**src/hdl/pbt_pkg.sv**
```systemverilog
// Shared types and constants of the poly-Bezier tessellator.
package pbt_pkg;

  // Fixed-point widths.
  localparam int unsigned CoordW  = 32;
  localparam int unsigned WeightW = 17;  // Q0.16 plus a bit for 1.0
  localparam int unsigned AccW    = 52;  // four 17x32 signed products summed

  // One classified anchor word, passed from the front part to the back part.
  typedef struct packed {
    logic                     emit_self;
    logic signed [CoordW-1:0] p0_x;
    logic signed [CoordW-1:0] p0_y;
    logic signed [CoordW-1:0] p1_x;
    logic signed [CoordW-1:0] p1_y;
    logic signed [CoordW-1:0] p2_x;
    logic signed [CoordW-1:0] p2_y;
    logic signed [CoordW-1:0] p3_x;
    logic signed [CoordW-1:0] p3_y;
  } seg_cmd_t;

  // One finished point.
  typedef struct packed {
    logic signed [CoordW-1:0] x;
    logic signed [CoordW-1:0] y;
    logic                     last;
  } point_t;

  // Round a 50-bit product to Q0.16, halves up.
  function automatic logic [WeightW-1:0] round32(input logic [49:0] v);
    logic [50:0] s;
    s = {1'b0, v} + 51'h0_8000_0000;
    return s[48:32];
  endfunction

  // Bernstein weight k at parameter t (Q0.16, 65536 is 1.0).
  function automatic logic [WeightW-1:0] bern_weight(input logic [16:0] t, input int k);
    logic [16:0] u;
    logic [49:0] p;
    u = 17'd65536 - t;
    unique case (k)
      0:       p = 50'(u) * 50'(u) * 50'(u);
      1:       p = 50'(3) * 50'(u) * 50'(u) * 50'(t);
      2:       p = 50'(3) * 50'(u) * 50'(t) * 50'(t);
      default: p = 50'(t) * 50'(t) * 50'(t);
    endcase
    return round32(p);
  endfunction

endpackage

```
**src/hdl/pbt_front.sv**
```systemverilog
// Front part: holds the previous anchor and classifies each incoming anchor.
module pbt_front (
  input  logic                 clk,
  input  logic                 rst_n,
  input  logic                 in_valid,
  output logic                 in_ready,
  input  logic                 curve_start,
  input  logic signed [31:0]   anchor_x,
  input  logic signed [31:0]   anchor_y,
  input  logic signed [31:0]   left_handle_x,
  input  logic signed [31:0]   left_handle_y,
  input  logic signed [31:0]   right_handle_x,
  input  logic signed [31:0]   right_handle_y,
  output logic                 cmd_valid,
  input  logic                 cmd_ready,
  output pbt_pkg::seg_cmd_t    cmd
);

  logic                have_prev_r;
  logic signed [31:0]  prev_ax_r, prev_ay_r, prev_hx_r, prev_hy_r;
  logic                accept;

  // The queue behind decides when a word can be taken.
  assign in_ready  = cmd_ready;
  assign cmd_valid = in_valid;
  assign accept    = in_valid && cmd_ready;

  // Build the control points of the segment.
  always_comb begin
    cmd.emit_self = curve_start || !have_prev_r;
    cmd.p0_x = prev_ax_r;
    cmd.p0_y = prev_ay_r;
    cmd.p1_x = prev_hx_r;
    cmd.p1_y = prev_hy_r;
    cmd.p2_x = left_handle_x;
    cmd.p2_y = left_handle_y;
    cmd.p3_x = anchor_x;
    cmd.p3_y = anchor_y;
  end

  // Keep the anchor as the start of the next segment.
  always_ff @(posedge clk) begin
    if (!rst_n) begin
      have_prev_r <= 1'b0;
      prev_ax_r   <= '0;
      prev_ay_r   <= '0;
      prev_hx_r   <= '0;
      prev_hy_r   <= '0;
    end else if (accept) begin
      have_prev_r <= 1'b1;
      prev_ax_r   <= anchor_x;
      prev_ay_r   <= anchor_y;
      prev_hx_r   <= right_handle_x;
      prev_hy_r   <= right_handle_y;
    end
  end

endmodule

```
**config.mk**
```make
export PLATFORM = sky130hd
export DESIGN_NAME = pbt_front
export DESIGN_NICKNAME = d
export VERILOG_FILES = /design/src/hdl/pbt_pkg.sv /design/src/hdl/pbt_front.sv
export SDC_FILE = /design/constraint.sdc
export NUM_CORES = 1
export LEC_CHECK = 0
export BUFFER_PORTS_ARGS = -buffer_cell sky130_fd_sc_hd__buf_2
export CAP_MARGIN = 10
export CORE_AREA = 2 2 180 182
export CTS_CLUSTER_SIZE = 20
export DETAILED_ROUTE_END_ITERATION = 16
export DIE_AREA = 0 0 182 184
export GPL_TIMING_DRIVEN = 0
export PLACE_DENSITY_LB_ADDON = 0.08
export SLEW_MARGIN = 15
export SYNTH_ARGS = -nofsm -noshare
export SYNTH_HDL_FRONTEND = slang
export SYNTH_SLANG_ARGS = --single-unit
```
**constraint.sdc**
```tcl
create_clock -name clk -period 1.6 [get_ports clk]
set_input_delay 0.16 -clock clk [delete_from_list [all_inputs] [get_ports clk]]
set_output_delay 0.16 -clock clk [all_outputs]
set_load 0.02 [all_outputs]
```
* After elaboration in Yosys (flattened, before gate mapping)
Index checks and enable logic that the tools add are counted.
Operators by class: reduce and logical (&&, ||, !) cells 3
Operator list (number):
- $logic_and A1 B1 Y1 | 1
- $logic_not A1 Y1 | 1
- $logic_or A1 B1 Y1 | 1
Word-level totals: flip-flop bits (word level) 129, logic and storage cells 8

* Longest topological paths before layout
Gate-level depths: netlist of run 1.
word-level depth 2, gate-level depth with buffers 5, depth with buffers taken out 2

* Least setup slack after synthesis of run 1
Ideal clock, no wire load.
path kind input to register, from in in_valid, to reg have_prev_r, arrival 0.850 ns, setup slack 0.635 ns, stages 5, setup time 0.115 ns, buffers on the path 3, cell sequence and2_1 > buf_6 > buf_6 > buf_6 > o21a_1
Between the ends: longest elaborated chain between the ends 1
RTL lines:
- from (decl) | line pbt_front.sv:5 | input logic in_valid,
- $logic_and A1 B1 Y1 | line pbt_front.sv:26 | assign accept = in_valid && cmd_ready;
- to (signal assigned) | line pbt_front.sv:44 | have_prev_r <= 1'b0;
- to (signal assigned) | line pbt_front.sv:50 | have_prev_r <= 1'b1;
- to (decl) | line pbt_front.sv:19 | logic have_prev_r;
Every way passes these cells. A chain may end at the register's enable or synchronous reset.

* Worst setup path after layout of run 1
from in anchor_y[25], to out cmd[25] in the netlist's numbering
RTL lines:
- from (decl) | line pbt_front.sv:9 | input logic signed [31:0] anchor_y,
- to (decl) | line pbt_front.sv:16 | output pbt_pkg::seg_cmd_t cmd
No word-level cell between the ends.

==> summary.md, run 1 <==
| Metric | Value |
|---|---|
| Met3 usage | `0.0434` |
| DRT iter0 DRCs | `between 200 and 300` |
| Reg2Reg Launch Point | `prev_hx_r[11]$_SDFFE_PN0P_` |
| Netlist cell types | `14` |
| Flip-flop and latch count after synthesis | `129` |
| Vias post-DR | `6,724` |
| Critical path launch point type | `primary input` |
| Port buffer count | `roughly 400` |
| Die ar. | `between 30,000 and 40,000 sq um` |
| GRT Residual Overflow | `0` |
| RSZ-0062 raised after global routing | `no` |
| Die height | `approximately 180 um` |
| Post-route ant nets | `0` |
| Crit Path Max Fanout | `2` |
| CP startpoint | `anchor_y[25]` |
| Gate count of the mapped netlist | `around 720` |
| Sink count of the clock tree | `approximately 130` |
| CTS tree | `built` |
| Status | `complete, no violations` |
| Final hold slack | `20.9 ps` |
| CTS clk-pin slew, worst paths | `60 ps` |
| Top Usage Layer GRT | `met2` |
| Ys Warns | `0` |
| Worst slack at placement | `about 140 ps` |
| Drt pass-1 iters | `4` |
| Fin worst setup slack | `between 300 and 400 ps` |
| Vias/cell | `4.11` |
| Max-cap check violation count | `0` |
| Rel. slew slack | `0.666` |
| Fmax | `786 MHz` |
| Syn Nets | `roughly 910` |
| CP Class | `in2out` |
| Most frequent cells in the layout | `425 x buf_2, 130 x buf_4, 129 x dfxtp_1, 128 x nand2_1, 128 x nand4_1` |
| Core Box Area | `31,400 sq um` |
| Pin slew with the least headroom to its limit | `roughly 500 ps` |
| Hold path startpoint | `anchor_y[18]` |
| Pin count of the biggest net entering global routing | `17` |
| Final nets | `1,418` |
| Post-CTS setup buffers | `0` |
| Setup crit end kind | `primary output` |
| Drt drc | `0` |
| Placed Cells | `~1,500` |
| Global-route wire length before repair | `~36 mm` |
| Fin crit share | `0.795` |
| Non-Filler Instances | `1,636` |
| Avg Cell Area, Syn | `about 8.1 sq um` |
| Detailed placement HPWL | `17.8 mm` |
| Sequential share of the synthesized area | `0.442` |
| Initial Util | `0.186` |
| Initial antenna violation count | `0` |
| Clock buffer count from CTS | `17` |
| Final Power | `approximately 9.5 mW` |
| Pins Over Slew Limit | `0` |
| Clock Skew | `0 ps` |
| RD Place Congestion | `a little over 0.7` |
| Row cnt | `65` |
| # setup viols final | `0` |
| Met1 Use GR | `0.161` |
| Final wirelength | `24.3 mm` |
| Worst hold-check path type | `in2reg` |
| Fin crit period | `about 1300 ps` |
| Clock Latency Late Sink | `400 ps` |
| Die X-Extent | `182 um` |
| GRT Overall Usage | `0.139` |
| Fraction of layout instances using a drive strength above 1 | `0.481` |
| VDD IR-drop max | `0.569 mV` |
| Setup Total Neg Slack | `0 ps` |
| P per Cell Area | `approximately 960 nW/um^2` |
| Clock Path Buffers | `2` |
| Post-Syn Area | `5840 sq um` |
| Hold Vio Cnt, Final | `0` |
| Root buffer cell | `clkbuf_16` |
| Vias in the first global route | `~6,700` |
| Boundary Pins | `456` |
| Most common cell after layout, fill and taps aside | `buf_2` |
| ANT cells | `0` |
| Wire per inst | `14.9 um` |
| CP arrival | `1110 ps` |
| CP required | `1440 ps` |
| CTS H-tree depth | `4` |
| Growth of design area from synthesis to finish | `69.0%` |
| GRT met2 Usage | `0.249` |
| Pleak | `4.69 nW` |
power by group:
group	internal (mW)	switching (mW)
logic	0.808	1.06
registers	3.37	0.0738
clock network	2.59	1.57
what timing repair did:
item / in CTS / in global routing
hold buffers: 95 / 0
endpoints found under the hold margin: 95 / 0
resized for setup: 0 / 0
path summary, 6_finish.rpt:
kind | end | cells after the start | slack (ps)
setup reg to reg | prev_hx_r[11]$_SDFFE_PN0P_ | 2 | 990
hold / removal | prev_ay_r[18]$_SDFFE_PN0P_ | 3 | 20
hold reg to reg | prev_ax_r[25]$_SDFFE_PN0P_ | 2 | 450
setup / recovery | cmd[25] | 4 | 330
kinds of logic after synthesis:
kind of cell	Yosys count	share of synthesized area
compound gates	129	0.111
buf+inv	201	0.225
simple gates	258	0.222
flops	129	0.442
area by class of cell:
| type | instances | area (sq um) |
|---|---|---|
| Buffer | 201 | 1320 |
| Tap cell | 402 | 503 |
| Clock buffer | 21 | 470 |
| Timing Repair Buffer | 485 | 2900 |
| Fill cell | 3439 | 21500 |
| Multi-Input combinational cell | 387 | 1940 |
| Clock inverter | 11 | 154 |
| Sequential cell | 129 | 2580 |
synthesized netlist by cell type:
library cell  count  area [sq um]
buf_6             3          33.8
nand2b_1          1          6.26
nand2_1         128           480
buf_2            35           175
clkbuf_2          5          25.0
o21ai_1           9          45.0
buf_1             8          30.0
nand4_1         128           801
o21ai_0         119           596
buf_4           130           976
clkbuf_1         20          75.1
o21a_1            1          7.51
dfxtp_1         129          2580
and2_1            1          6.26
per-stage QoR:
stage | instance area (sq um) | util
floorplan | 5840 | -
global placement | 8290 | 0.264
detailed placement | 8290 | 0.264
CTS | 9870 | 0.314
global route | 9870 | 0.314
finish | 9870 | 0.314
routing by layer:
layer / share of wire / vias to the layer above
li1: - / 3386
met1: 0.41 / 3059
met2: 0.50 / 263
met3: 0.074 / 16
met4: 0.010 / 0
met5: 0 / -
sequential cells by signal, summed over array words and instances, names as in the netlist:
| signal | count |
|---|---|
| prev_hx_r | 32 |
| prev_ay_r | 32 |
| have_prev_r | 1 |
| prev_hy_r | 32 |
| prev_ax_r | 32 |
critical path, cell delays in order:
cell and delay, ps:
dlygate4sd3_1 550, buf_2 140, buf_4 120, buf_2 150
Note: power is estimated with default switching activity, not from simulation.
==> run 2, diff against run 1 <==
- clock period: 1.6 -> 1.12 ns (I/O delays scaled with it)
==> run 2 against run 1 <==
  * Non-clock buffer count increased by 33
  * Clock skew unchanged
  * Critical path type is now reg2out
  * Highest routed layer unchanged
  * Total power increased by 44%
  * Clock power increased by 43%
  * Count of clock-buffer cells in the layout unchanged
  * Via count increased by 1.8%
==> summary.md, run 2 (synthesis gave the netlist of run 1 again) <==
| Metric | Value |
|---|---|
| CP required | `a little over 1000 ps` |
| Worst hold-check path type | `in2reg` |
| RD Place Congestion | `between 0.7 and 0.8` |
| # setup viols final | `0` |
| Die X-Extent | `182 um` |
| Max-cap check violation count | `0` |
| Critical-path top delay cell | `dfxtp_1` |
| Fmax | `940 MHz` |
| Pins Over Slew Limit | `0` |
| Fin crit period | `1060 ps` |
| Vias/cell | `roughly 4.1` |
| CTS H-tree depth | `4` |
| Vias in the first global route | `6,735` |
| Hold Vio Cnt, Final | `0` |
| Row cnt | `65` |
| Most frequent cells in the layout | `424 x buf_2, 130 x buf_4, 129 x dfxtp_1` |
| CP arrival | `between 900 and 1000 ps` |
| GRT Overall Usage | `0.139` |
| Fin crit share | `0.950` |
| Pleak | `4.83 nW` |
| ANT cells | `0` |
| CTS tree | `built` |
| VDD IR-drop max | `0.809 mV` |
| Largest stage delay, worst path | `340 ps` |
| GRT Residual Overflow | `0` |
| Rel. slew slack | `0.669` |
| DRT iter0 DRCs | `254` |
| Core Box Area | `31,400 sq um` |
| Placed cell area | `8290 sq um` |
| Die height | `184 um` |
| Critical path launch point type | `flop` |
| Root buffer cell | `clkbuf_16` |
| FILL cells | `3,461` |
| Most common cell after layout, fill and taps aside | `buf_2` |
| Sink count of the clock tree | `129` |
| Area of the multi-input gates | `1940 sq um` |
| Port buffer count | `390` |
| Post-CTS setup buffers | `0` |
| R2R Setup Slk | `510 ps` |
| Clock Skew | `0 ps` |
| Cell Chain, Critical Path | `clkbuf_4` |
| Pin slew with the least headroom to its limit | `slightly below 500 ps` |
| P per Cell Area | `1340 nW/um^2` |
| Growth of design area from synthesis to finish | `74.7%` |
| Setup crit end kind | `primary output` |
| Clock Latency Late Sink | `400 ps` |
| WP buf/inv | `1` |
| Status | `complete, no violations` |
| Initial Util | `0.186` |
| Post-route ant nets | `0` |
| Wire per inst | `14.6 um` |
| Drt pass-1 iters | `4` |
| Crit Path Max Fanout | `2` |
| Global-route wire length before repair | `36.8 mm` |
| Drt drc | `0` |
| Final wirelength | `about 24 mm` |
| Final nets | `1,451` |
| Clock Path Buffers | `2` |
| Vias post-DR | `about 7,000` |
| Clock buffer count from CTS | `17` |
| Boundary Pins | `456` |
| Final Power | `13.6 mW` |
| Register area | `2580 sq um` |
| Die ar. | `33,500 sq um` |
| Detailed placement HPWL | `17.8 mm` |
| Pin count of the biggest net entering global routing | `17` |
| RSZ-0062 raised after global routing | `no` |
| Initial antenna violation count | `0` |
| Post-route cell area | `10,200 sq um` |
| Fraction of layout instances using a drive strength above 1 | `0.469` |
| CP Class | `reg2out` |
| CTS clk-pin slew, worst paths | `~60 ps` |
| Crit path max-delay family | `flip-flops` |
==> run 2: cell count changes in the layout (fill, tap and decap cells not counted) <==
| cell | change |
|---|---|
| buf_2 | -1 |
| dlygate4sd3_1 | +33 |
| clkbuf_4 | +1 |
==> run 2: final timing paths <==
path,from,to,cells after the start
setup reg to reg,prev_hx_r[9]$_SDFFE_PN0P_,prev_hx_r[9]$_SDFFE_PN0P_,2
hold reg to reg,prev_ax_r[25]$_SDFFE_PN0P_,prev_ax_r[25]$_SDFFE_PN0P_,2
hold / removal,cmd_ready,prev_hy_r[0]$_SDFFE_PN0P_,4
setup / recovery,prev_ay_r[12]$_SDFFE_PN0P_,cmd[204],1
==> run 2: where the power goes <==
| part | internal (mW) | total [mW] | leakage, nW | switching [mW] |
|---|---|---|---|---|
| logic | 1.23 | 2.76 | 3.48 | 1.53 |
| clock network | 3.70 | 5.94 | 0.300 | 2.24 |
| registers | 4.82 | 4.92 | 1.06 | 0.106 |
==> run 2: metal layers <==
metal  vias up  GRT usage  share of wire
met3        15     0.0428          0.075
li1       3448          -              -
met4         0     0.0316         0.0099
met2       261      0.247           0.50
met5         -          0              0
met1      3119      0.164           0.42
==> run 2: metrics by stage <==
step                      setup WS [ps]  utilization  hold WS [ps]  instances  setup TNS [ps]
after floorplan                     203            -           255        717               0
after CTS                          14.9        0.325           213       1669               0
after global placement             -276        0.264           345       1509          -23300
final                              56.4        0.325           233       1669               0
after global routing               1.62        0.325           253       1669               0
after detailed placement           -291        0.264           346       1509          -23320
==> run 2: layout make-up <==
| cell class | count | share of cell area |
|---|---|---|
| timing repair buffer | 518 | 0.317 |
| buffer | 201 | 0.129 |
| clock inverter | 11 | 0.0151 |
| sequential | 129 | 0.253 |
| multi-input combinational | 387 | 0.190 |
| tap | 402 | 0.0493 |
| clock buffer | 21 | 0.0461 |
==> run 2: what timing repair did <==
action,4_1_cts,5_1_grt
hold buffers,128,0
gates resized for setup,0,1
setup endpoints to repair,0,1
hold endpoints to repair,128,0
