`src/hdl/pbt_pkg.sv`:
```
// Shared types and constants of the poly-Bezier tessellator.
package pbt_pkg;

  // Fixed-point widths.
  localparam int unsigned CoordW  = 32;
  localparam int unsigned WeightW = 17;  // Q0.16 plus a bit for 1.0
  localparam int unsigned AccW    = 52;  // four 17x32 signed products summed

  // One classified anchor word, passed from the front part to the back part.
  typedef struct packed {
    logic                     emit_self;
    logic signed [CoordW-1:0] p0_x;
    logic signed [CoordW-1:0] p0_y;
    logic signed [CoordW-1:0] p1_x;
    logic signed [CoordW-1:0] p1_y;
    logic signed [CoordW-1:0] p2_x;
    logic signed [CoordW-1:0] p2_y;
    logic signed [CoordW-1:0] p3_x;
    logic signed [CoordW-1:0] p3_y;
  } seg_cmd_t;

  // One finished point.
  typedef struct packed {
    logic signed [CoordW-1:0] x;
    logic signed [CoordW-1:0] y;
    logic                     last;
  } point_t;

  // Round a 50-bit product to Q0.16, halves up.
  function automatic logic [WeightW-1:0] round32(input logic [49:0] v);
    logic [50:0] s;
    s = {1'b0, v} + 51'h0_8000_0000;
    return s[48:32];
  endfunction

  // Bernstein weight k at parameter t (Q0.16, 65536 is 1.0).
  function automatic logic [WeightW-1:0] bern_weight(input logic [16:0] t, input int k);
    logic [16:0] u;
    logic [49:0] p;
    u = 17'd65536 - t;
    unique case (k)
      0:       p = 50'(u) * 50'(u) * 50'(u);
      1:       p = 50'(3) * 50'(u) * 50'(u) * 50'(t);
      2:       p = 50'(3) * 50'(u) * 50'(t) * 50'(t);
      default: p = 50'(t) * 50'(t) * 50'(t);
    endcase
    return round32(p);
  endfunction

endpackage

```
`src/hdl/pbt_queue.sv`:
```
// Two-entry queue between the front and back parts.
module pbt_queue (
  input  logic              clk,
  input  logic              rst_n,
  input  logic              wr_valid,
  output logic              wr_ready,
  input  pbt_pkg::seg_cmd_t wr_data,
  output logic              rd_valid,
  input  logic              rd_ready,
  output pbt_pkg::seg_cmd_t rd_data
);

  pbt_pkg::seg_cmd_t mem_r [2];
  logic              wp_r, rp_r;
  logic [1:0]        cnt_r;
  logic              wr, rd;

  assign wr_ready = (cnt_r != 2'd2);
  assign rd_valid = (cnt_r != 2'd0);
  assign rd_data  = mem_r[rp_r];
  assign wr = wr_valid && wr_ready;
  assign rd = rd_valid && rd_ready;

  // Storage.
  always_ff @(posedge clk) begin
    if (wr) begin
      mem_r[wp_r] <= wr_data;
    end
  end

  // Pointers and fill count.
  always_ff @(posedge clk) begin
    if (!rst_n) begin
      wp_r  <= 1'b0;
      rp_r  <= 1'b0;
      cnt_r <= 2'd0;
    end else begin
      if (wr) begin
        wp_r <= ~wp_r;
      end
      if (rd) begin
        rp_r <= ~rp_r;
      end
      cnt_r <= cnt_r + 2'(wr) - 2'(rd);
    end
  end

`ifndef NO_ASSERTIONS
  a_no_overflow: assert property (@(posedge clk) disable iff (!rst_n)
    cnt_r == 2'd2 |-> !wr) else $error("queue overflow");
  a_count_range: assert property (@(posedge clk) disable iff (!rst_n)
    cnt_r != 2'd3) else $error("queue count out of range");
  a_wrap: assert property (@(posedge clk) disable iff (!rst_n)
    cnt_r == 2'd0 |-> wp_r == rp_r) else $error("pointer mismatch when empty");
`endif

endmodule

```
`config.mk`:
```
export PLATFORM = sky130hd
export DESIGN_NAME = pbt_queue
export DESIGN_NICKNAME = d
export VERILOG_FILES = /design/src/hdl/pbt_pkg.sv /design/src/hdl/pbt_queue.sv
export SDC_FILE = /design/constraint.sdc
export NUM_CORES = 1
export LEC_CHECK = 0
export ABC_AREA = 1
export BUFFER_PORTS_ARGS = -buffer_cell sky130_fd_sc_hd__buf_2
export CORE_AREA = 2 2 205 207
export DETAILED_ROUTE_END_ITERATION = 6
export DIE_AREA = 0 0 207 209
export HOLD_SLACK_MARGIN = 0.03
export MAX_ROUTING_LAYER = met4
export PLACE_DENSITY_LB_ADDON = 0.25
export SYNTH_ARGS = -nofsm -noshare
export SYNTH_HDL_FRONTEND = slang
export SYNTH_SLANG_ARGS = --single-unit
```
`constraint.sdc`:
```
create_clock -name clk -period 21.8 [get_ports clk]
set_input_delay 2.18 -clock clk [delete_from_list [all_inputs] [get_ports clk]]
set_output_delay 2.18 -clock clk [all_outputs]
set_load 0.03 [all_outputs]
```
======== Word level (Yosys, flattened, before mapping) ========
Memories as Yosys holds them, arrays and structs flattened. A register that Yosys moved wholly into a read port is not among the register bits.
Index checks and enable logic that the tools add are counted.
operators by class
  reductions and logical operators ........ 3
  $add $sub $neg .......................... 2
  bitwise operators ....................... 2
  mux-type cells .......................... 4
  eq/ne operators ......................... 1
operator list
  kind                count
  $mux 1              4
  $add 2x1->2         1
  $logic_and 1x1->1   2
  $ne 2x2->1 const B  1
  $not 1->1           2
  $reduce_bool 2->1   1
  $sub 2x1->2         1
storage, ports and cells
  memories kept ........................... 1
  bits in registers ....................... 4
  RAM bits ................................ 514
  word-level logic and storage cells ...... 16
memories
  memory  depth  width  rd ports  clocked after Yosys merged registers in  wr ports  RTL line         RTL
  mem_r   2      257    1         1                                        1         pbt_queue.sv:13  pbt_pkg::seg_cmd_t mem_r [2];

======== Depth between registers and ports, before layout ========
Gate-level depths: netlist (run 1).
  word-level depth ........................ 4
  mapped depth ............................ 11
  mapped depth without buffers ............ 11

======== Worst setup path before layout (run 1) ========
Ideal clock, no wire load.
  path kind ............................... input to register
  start ................................... input port wr_valid
  end ..................................... memory mem_r[0][0] in the netlist's numbering, enable pin
  stages on the path ...................... 2
  arrival ................................. 12.907 ns
  required time ........................... 20.920 ns
  slack ................................... 8.013 ns
  setup time .............................. 0.880 ns
  cells stage by stage .................... nand2_1 nor2_1
between the ends
  word-level cells in the longest chain between the ends .. 3
ends and longest elaborated chain
  element                       RTL line         RTL
  from (decl)                   pbt_queue.sv:5   input logic wr_valid,
  $logic_and 1x1->1             pbt_queue.sv:21  assign wr = wr_valid && wr_ready;
  $mux 1                        pbt_queue.sv:26  if (wr) begin
  $mux 1 (not written as such)  pbt_queue.sv:27  mem_r[wp_r] <= wr_data;
  to (decl)                     pbt_queue.sv:13
No other way between the ends.

==> results of run 1 <==
[flip-flops by register name, indices dropped and copies added, names as in the netlist, named ones only]
name,count
rp_r,1
wp_r,1
mem_r,514
cnt_r,2
[layout by cell type (no fill, tap or decap), drive strengths merged]
master / netlist / layout
diode: 0 / 9
a21oi: 2 / 2
buf: 29 / 529
bufinv: 0 / 6
edfxtp: 514 / 514
clkinv: 0 / 16
inv: 7 / 7
mux2: 257 / 257
ha: 2 / 2
dfxtp: 5 / 5
clkbuf: 0 / 68
nor2: 8 / 8
nand2: 9 / 9
nand3: 3 / 3
[logic make-up after synthesis]
kind of cell             Yosys count  share of synthesized area
adder cells (fa/ha/maj)            2                   0.001264
flip-flops                       519                     0.7847
buffers and inverters             36                    0.01972
AND/OR/NAND/NOR                   20                   0.003982
multiplexers                     257                     0.1898
AO/OA/AOI/OAI                      2                  0.0005056
[tightest hold or removal path, cell delays in order (launching register included)]
cell and delay, ns:
dfxtp_1 0.33, nor2_1 0.06, nor2_1 0.09
[power by group]
group / switching (mW) / internal [mW] / leakage [nW]
clock: 0.345 / 0.513 / 0.795
sequential: 0.0499 / 1.27 / 4.84
combinational: 0.564 / 0.344 / 3.94
total: 0.959 / 2.12 / 9.58
[per-layer routing]
metal	vias to the layer above	GRT usage
li1	4450	-
met2	386	0.3052
met4	0	0.05690
met5	-	-
met1	4781	0.2203
met3	61	0.07154
[Yosys cell counts]
| library cell | number |
|---|---|
| edfxtp_1 | 514 |
| mux2_4 | 230 |
| mux2_2 | 27 |
| buf_6 | 15 |
| buf_8 | 11 |
| nand2_1 | 9 |
| nor2_1 | 8 |
| inv_1 | 7 |
| dfxtp_1 | 5 |
| nand3_1 | 3 |
| a21oi_1 | 2 |
| buf_2 | 2 |
| ha_1 | 2 |
| buf_12 | 1 |
[per-stage QoR]
step                instance area [um^2]  power [mW]  hold slack (ns)
finish                             24450       3.082           0.5161
global placement                   22800       2.246           0.4786
detailed placement                 22800       2.256           0.5100
global route                       24450       3.199           0.5853
floorplan                          19800       2.079           0.4675
CTS                                24430       3.119           0.5286
[worst min path at each step]
stage                              to  cells past startpoint  slack (ns)
floorplan                   flip-flop                      2        0.47
global route        rp_r$_SDFFE_PN0P_                      2        0.59
global placement            flip-flop                      2        0.48
finish                      flip-flop                      2        0.52
CTS                         flip-flop                      2        0.53
detailed placement  rp_r$_SDFFE_PN0P_                      2        0.51
[cell type report]
type / instances / area (um^2)
flip-flops and latches: 519 / 15540
clock buffers: 68 / 1383
clock inverters: 22 / 251.5
repair buffers: 529 / 2673
inverters: 7 / 33.78
multi-input cells: 281 / 3879
well taps: 539 / 674.4
fillers: 3107 / 16830
diodes: 9 / 22.52
==> flow_summary.ini, run 1 <==
[run_status]
status = finished clean

[layout]
synthToLayoutAreaGrowth_pct = 23.53
final_nets = 1653
drive_gt1_frac = 0.5989
final-instance-count-excl-fill = 1974
final_util = 0.5923

[worst_hold_path]
min_from = rp_r$_SDFFE_PN0P_
hp-class = flip-flop to flip-flop

[route]
route.met3.wl_mm = 3.770
wl_met1_mm = 15.59
firstDrtPassIters = 4
routedWlPerCell_um = 20.59
wl_met2_mm = 20.37
highest_layer = met4
drt-initial-drc-count = 631
drc = 0
vias_per_cell = 4.903
num_vias = 9678
postRouteAntennaNets = 0
wl_mm = 40.64

[place]
dp.final_hpwl_mm = 27.95
place.gp.congestion = 0.7932
io_buffers = 519
placedCellCount = 1875
post-place-ws_ns = 15.46

[sta]
post-route-period-util = 0.3144
max-slew-margin-rel = 0.2634
worst_slew_pin_slew_ns = 1.105
fin_skew_ns = 0.01274
rsz0062_at_grt = false
worst_slack_ns = 14.95
finalCriticalPeriod_ns = 6.854
setup_viol = 0
fmax_mhz = 145.9
slew_violations = 0
hold_viol = 0
tns_ns = 0

[setup_path]
crit_slowest_cell = dfxtp_4
crit_path_frequent_cell = buf_4
path_max_fanout = 61
r2r-start = cnt_r[0]$_SDFF_PN0_
arrival_ns = 4.67
critical_path_class = flip-flop to output pin
endpoint_kind = output pin
cp-start-kind = flip-flop
crit_buf_inv = 4
r2r_cells = 6
cp_slowest_stage_delay_ns = 1.01
cpLargestDelayFamily = buffers and inverters
reg2reg_slack_ns = 18.25
crit_end = rd_data[141]
cp.depth = 5
r2r-end = mem_r[1][136]$_DFFE_PP_
crit_required_ns = 19.62
path_cells = buf_4 > buf_4 > buf_4 > mux2_4 > buf_2

[synthesis]
yosys_register_bits = 519
ys_seq_area_frac = 0.7847
syn_nets = 1099
synthCells = 836
synth.distinct_cells = 14
yosys-top-cells-area = edfxtp_1 (78%), mux2_4 (17%), mux2_2 (1.5%), buf_6 (0.85%), buf_8 (0.83%)
yosysTopAreaCellShare = 0.7797
synth_top_area_cell = edfxtp_1
syn_area_um2 = 19800
avgSynthCellArea_um2 = 23.68
ys.warnings.count = 0

[clock_tree]
cts.clk_slew.worst_paths_ns = 0.06
postCtsSetupBuffers = 0
cts_sinks = 519
htree_levels = 2
cts_resized = 0
numCtsBuffers = 52
cts_tree = yes
clkLatencyLatePin_ns = 0.57
cts-hold-fix-buffers = 0
clock_path_buffers = 3
cts-root-buf = clkbuf_16

[grt]
grt.overflow.total = 0
grt_pass1_vias = 10115
antenna_found_initial = 7
grt_pass1_wl_mm = 59.76
grt_usage = 0.1888
grt_max_degree = 116

[floorplanning]
num_rows = 75
chipWidth_um = 207
core_area_um2 = 41290
initial_core_util = 0.4795
die_area_um2 = 43260
die_y_um = 209
pin_count = 520

[power]
leakagePower_nw = 9.579
ir_drop_mv = 0.08208
p_per_area_nw_per_um2 = 126.0

[job]
max_cap_viol_count = 0
Power figures use the tool's default switching activity.
==> inputs of run 2 (changes only) <==
- CORE_AREA: 2 2 205 207 -> 2 2 203 205
- DIE_AREA: 0 0 207 209 -> 0 0 205 207
- clock period: 21.8 -> 7.1 ns (I/O delays scaled with it)
==> run 2 against run 1 <==
Design area barely moved. Critical path depth fell by 2. Total power grew to 3.1 times the previous value. Sequential power increased to 3.0 times the previous value. Utilization increased by 1.4 points. Global-route usage increased by 0.28 points. Via count decreased by 0.23%. Sequential share of layout area shrank 0.058 points. Die area down 1.9%. Count of clock-buffer cells in the layout decreased by 2. Critical path type unchanged. Critical endpoint is now rd_data[144]. Largest cell class unchanged. Highest routed layer unchanged.
==> flow_summary.ini, run 2 (synthesis results as in run 1) <==
[clock_tree]
cts_resized = 0
clkLatencyLatePin_ns = 0.57
cts-hold-fix-buffers = 0
cts-root-buf = clkbuf_16
cts.clk_slew.worst_paths_ns = 0.06
clock_path_buffers = 3
cts_sinks = 519
postCtsSetupBuffers = 0
cts_tree = yes
numCtsBuffers = 51
htree_levels = 2

[layout]
biggestRegsByFlops = mem_r x514, cnt_r x2
layout_common_cells = buf_2 (519), edfxtp_1 (514), mux2_4 (230)
final_common_cell = buf_2
top_register = mem_r
final_util = 0.6063
largest_reg_flops = 514
final_nets = 1649
synthToLayoutAreaGrowth_pct = 23.64
final-instance-count-excl-fill = 1972
drive_gt1_frac = 0.5997

[power]
power_mw = 9.451
leakagePower_nw = 9.577
pwr-share-clk = 0.276
sw_frac_of_total = 0.3139
p_seq_frac = 0.423
combPwrFrac = 0.301
switching_power_mw = 2.966
p_per_area_nw_per_um2 = 386.1
ir_drop_mv = 0.2934
p_int_mw = 6.485

[setup_path]
path_max_fanout = 115
crit_slowest_cell = dfxtp_4
endpoint_kind = output pin
crit_required_ns = 6.39
r2r-end = mem_r[0][149]$_DFFE_PP_
crit_buf_inv = 2
path_cells = buf_12 > mux2_4 > buf_2
critical_path_class = flip-flop to output pin
cp-start-kind = flip-flop
arrival_ns = 2.69
cp_slowest_stage_delay_ns = 0.71
cpLargestDelayFamily = buffers and inverters
r2r_cells = 6
r2r-start = cnt_r[0]$_SDFF_PN0_
reg2reg_slack_ns = 4.31

[grt]
antenna_found_initial = 17
grt_max_degree = 144
grt_pass1_vias = 10223
grt_pass1_wl_mm = 58.80
grt.overflow.total = 0
grt_usage = 0.1917

[route]
routedWlPerCell_um = 20.57
postRouteAntennaNets = 0
wl_mm = 40.56
drt-initial-drc-count = 506
firstDrtPassIters = 4
num_vias = 9656
vias_per_cell = 4.897
drc = 0

[worst_hold_path]
hp-class = input pin to flip-flop
min_to = mem_r[1][223]$_DFFE_PP_
min_from = wr_data[223]
hold_path_depth = 1

[floorplanning]
die_area_um2 = 42440
num_rows = 74
initial_core_util = 0.4904
die_y_um = 207
chipWidth_um = 205
core_area_um2 = 40370
pin_count = 520

[place]
placedCellCount = 1865
place.gp.congestion = 0.7892
io_buffers = 519
dp.final_hpwl_mm = 27.25

[sta]
setup_viol = 0
post-route-period-util = 0.4783
fmax_mhz = 294.5
fin_skew_ns = 0.008486
tns_ns = 0
rsz0062_at_grt = false
slew_violations = 0
max-slew-margin-rel = 0.3617
hold_viol = 0
worst_slew_pin_slew_ns = 0.9575
finalCriticalPeriod_ns = 3.396

[job]
max_cap_viol_count = 0

[run_status]
status = finished clean
-- run 2: changes by cell type in the layout (fill, tap and decap cells not counted), sizes merged --
cell    change
inv         +1
clkbuf      -2
buf         -3
clkinv      +3
diode       +7
bufinv      -1
-- run 2: cell type report --
cell class | instances | area (um^2)
antenna | 16 | 40.04
clock buffer | 66 | 1375
timing repair buffer | 526 | 2700
sequential | 519 | 15540
clock inverter | 25 | 245.2
multi-input combinational | 281 | 3879
inverter | 7 | 33.78
tap | 532 | 665.6
fill | 3009 | 15890
-- run 2: power groups by stage --
stage	logic, mW	registers (mW)	clock network, mW
after floorplan	2.21	4.09	0
after detailed placement	2.87	4.07	0
after global routing	2.98	4.04	2.79
final	2.84	4.00	2.61
after global placement	2.86	4.04	0
after CTS	2.88	4.01	2.68
-- run 2: worst max-delay path by stage --
stage,startpoint,to,slack [ns],depth (start not counted)
floorplan,wr_valid,mem_r[1][0]$_DFFE_PP_,0.73,2
global placement,wr_valid,mem_r[0][225]$_DFFE_PP_,3.98,5
detailed placement,wr_valid,mem_r[0][218]$_DFFE_PP_,3.97,5
CTS,flip-flop,rd_data[9],3.64,3
global route,flip-flop,rd_data[3],3.60,3
finish,flip-flop,rd_data[144],3.70,3
-- run 2: per-stage QoR --
| step | setup slack, ns | area (um^2) | hold WS [ns] |
|---|---|---|---|
| floorplan | 0.7327 | 19800 | 0.4675 |
| global placement | 3.980 | 22820 | 0.4861 |
| detailed placement | 3.973 | 22820 | 0.4986 |
| CTS | 3.645 | 24440 | 0.2703 |
| global route | 3.603 | 24480 | 0.2846 |
| finish | 3.704 | 24480 | 0.3207 |
-- run 2: worst register-to-register path, cell delays in order, from the launching register on --
cell and delay, ns:
dfxtp_1 0.35, inv_1 0.06, nand2_1 0.11, nand2_1 0.12
nor2_4 0.46, buf_4 0.59, buf_4 0.73
-- run 2: layer usage --
layer / global-route usage / share of wire / vias to the layer above
met2: 0.3236 / 0.52 / 352
met4: 0.09278 / 0.038 / 0
li1: - / - / 4436
met5: - / 0 / -
met1: 0.1983 / 0.35 / 4781
met3: 0.06655 / 0.094 / 87
==> inputs of run 3 (changes only) <==
- ABC_AREA: 1 -> 0
- clock period: 7.1 -> 3.3 ns (I/O delays scaled with it)
==> run 3 against run 2 <==
Design area up 12%. Critical endpoint is now rd_data[160]. Count of clock-buffer cells in the layout down 6. Sequential share of layout area down 6.6 points. Global-route usage up 2.6 points. Sequential cell count unchanged. Via count up 13%. Utilization up 7.0 points. Synthesized area about the same.
==> flow_summary.ini, run 3 <==
[power]
p_per_area_nw_per_um2 = 762.1
leakagePower_nw = 10.74
ir_drop_mv = 0.5717

[clock_tree]
clock_path_buffers = 3
numCtsBuffers = 51
clkLatencyLatePin_ns = 0.58
cts_tree = yes
postCtsSetupBuffers = 0
cts-root-buf = clkbuf_16
cts.clk_slew.worst_paths_ns = 0.06
cts_sinks = 519
htree_levels = 2

[synthesis]
syn_area_um2 = 19790
yosys-top-cells-area = edfxtp_1 (78%), mux2_4 (17%), mux2_2 (1.5%), buf_6 (0.85%), buf_8 (0.83%)
ys_seq_area_frac = 0.7850
synth-edff-count = 514
synthArstFlopShare = 0
synth_common_cells = edfxtp_1 (514), mux2_4 (230), mux2_2 (27), buf_6 (15), buf_8 (11)
yosysTopAreaCellShare = 0.7799
ys.warnings.count = 0
synth_top_area_cell = edfxtp_1
synth.distinct_cells = 20
yosys_register_bits = 519
synthCells = 824
avgSynthCellArea_um2 = 24.02
yosysMostFrequentCell = edfxtp_1
syn_nets = 1087
synth-main-ff-cell = edfxtp_1

[setup_path]
cp_slowest_stage_delay_ns = 0.88
r2r-start = cnt_r[0]$_SDFF_PN0_
r2r_cells = 3
cpLargestDelayFamily = flip-flops
reg2reg_slack_ns = 1.36
critical_path_class = flip-flop to output pin
crit_slowest_cell = dfxtp_4
endpoint_kind = output pin
arrival_ns = 2.38
path_cells = buf_12 > mux2_4 > buf_2
cp-start-kind = flip-flop
crit_required_ns = 2.97
r2r-end = mem_r[1][202]$_DFFE_PP_
path_max_fanout = 34
crit_buf_inv = 2

[route]
drt-initial-drc-count = 585
vias_per_cell = 4.899
drc = 0
num_vias = 10934
routedWlPerCell_um = 20.57
firstDrtPassIters = 6
postRouteAntennaNets = 0
wl_mm = 45.90

[grt]
grt_usage = 0.2173
grt.overflow.total = 0
grt_pass1_wl_mm = 67.27
grt_max_degree = 118
grt_pass1_vias = 11834
antenna_found_initial = 9

[layout]
synthToLayoutAreaGrowth_pct = 38.02
top_register = mem_r
finish.instance_area_um2 = 27310
final_common_cell = buf_2
layout_common_cells = buf_2 (519), edfxtp_1 (514), dlygate4sd3_1 (258)
drive_gt1_frac = 0.5207
final_nets = 1915
fillers = 2626
seqCellArea_um2 = 15540
biggestRegsByFlops = mem_r x514, cnt_r x2
multiInputGateArea_um2 = 3915
largest_reg_flops = 514

[place]
dp.final_hpwl_mm = 29.47
place.gp.congestion = 0.7925
io_buffers = 519
place_area_um2 = 23120

[floorplanning]
die_area_um2 = 42440
chipWidth_um = 205
num_rows = 74
initial_core_util = 0.4902
die_y_um = 207
pin_count = 520
core_area_um2 = 40370

[sta]
finalCriticalPeriod_ns = 2.710
worst_slew_pin_slew_ns = 0.8022
fmax_mhz = 369.0
post-route-period-util = 0.8213
slew_violations = 0
rsz0062_at_grt = false
fin_skew_ns = 0.01202
tns_ns = 0
setup_viol = 0
max-slew-margin-rel = 0.4652
hold_viol = 0

[worst_hold_path]
hold_path_depth = 3
min_from = wr_valid
min_to = wp_r$_SDFFE_PN0N_
hp-class = input pin to flip-flop

[run_status]
status = finished clean

[job]
max_cap_viol_count = 0
run 3: final cells by class:
cell class,count,area share
clock buffer,60,0.04952
inverter,1,0.0001374
multi-input combinational,275,0.1433
clock inverter,31,0.008383
timing repair buffer,804,0.2044
sequential,519,0.5689
tap,532,0.02437
antenna,10,0.0009162
run 3: worst max-delay path by stage:
stage / slack, ns / start / cells after the start / endpoint
after global placement: 1.17 / flip-flop / 3 / rd_data[208]
after floorplan: -1.51 / cnt_r[0]$_SDFF_PN0_ / 3 / mem_r[0][0]$_DFFE_PP_
after detailed placement: 1.16 / flip-flop / 3 / rd_data[189]
after CTS: 0.53 / flip-flop / 3 / rd_data[140]
after global routing: 0.49 / flip-flop / 3 / rd_data[140]
final: 0.59 / flip-flop / 3 / rd_data[160]
run 3: where the power goes:
group / total, mW / internal [mW] / switching [mW]
sequential: 8.60 / 8.28 / 0.318
combinational: 6.71 / 2.72 / 4.00
clock: 5.50 / 3.15 / 2.35
total: 20.8 / 14.1 / 6.67
run 3: per-layer routing:
layer / vias up / global-route usage / part of all wire
li1: 4964 / - / -
met1: 5387 / 0.2409 / 0.37
met3: 110 / 0.06136 / 0.084
met2: 473 / 0.3647 / 0.51
met4: 0 / 0.09551 / 0.040
met5: - / - / 0
run 3: cells by family (layout without fill, tap and decap cells):
kind of cell,after synthesis,count (layout),share of synthesized area
flops,519,519,0.7850
compound gates,1,1,0.0003795
xor+xnor,3,3,0.001328
mux,258,258,0.1904
buf+inv,30,896,0.01859
fa+ha+maj,2,2,0.001264
other cells,0,10,0
simple gates,11,11,0.003098
run 3: what timing repair did:
item                                   in CTS  in global routing
hold buffers                              258                  0
endpoints found under the hold margin     518                  0
gates resized for setup                     0                  0
run 3: through the flow:
step / worst slack, ns / hold slack, ns / cells / utilization / total power, mW
floorplan: -1.514 / 0.4289 / 824 / - / 13.59
global placement: 1.175 / 0.5033 / 1873 / 0.5728 / 15.14
detailed placement: 1.163 / 0.5207 / 1873 / 0.5728 / 15.21
CTS: 0.5284 / 0.06086 / 2222 / 0.6760 / 20.97
global route: 0.4867 / 0.08235 / 2231 / 0.6765 / 21.58
finish: 0.5898 / 0.1029 / 2232 / 0.6766 / 20.82
run 3: worst min-delay path: cells and delay by family:
family	cells	cell delay, ns
simple gates	1	0.08
buf+inv	1	0.13
mux	1	0.08
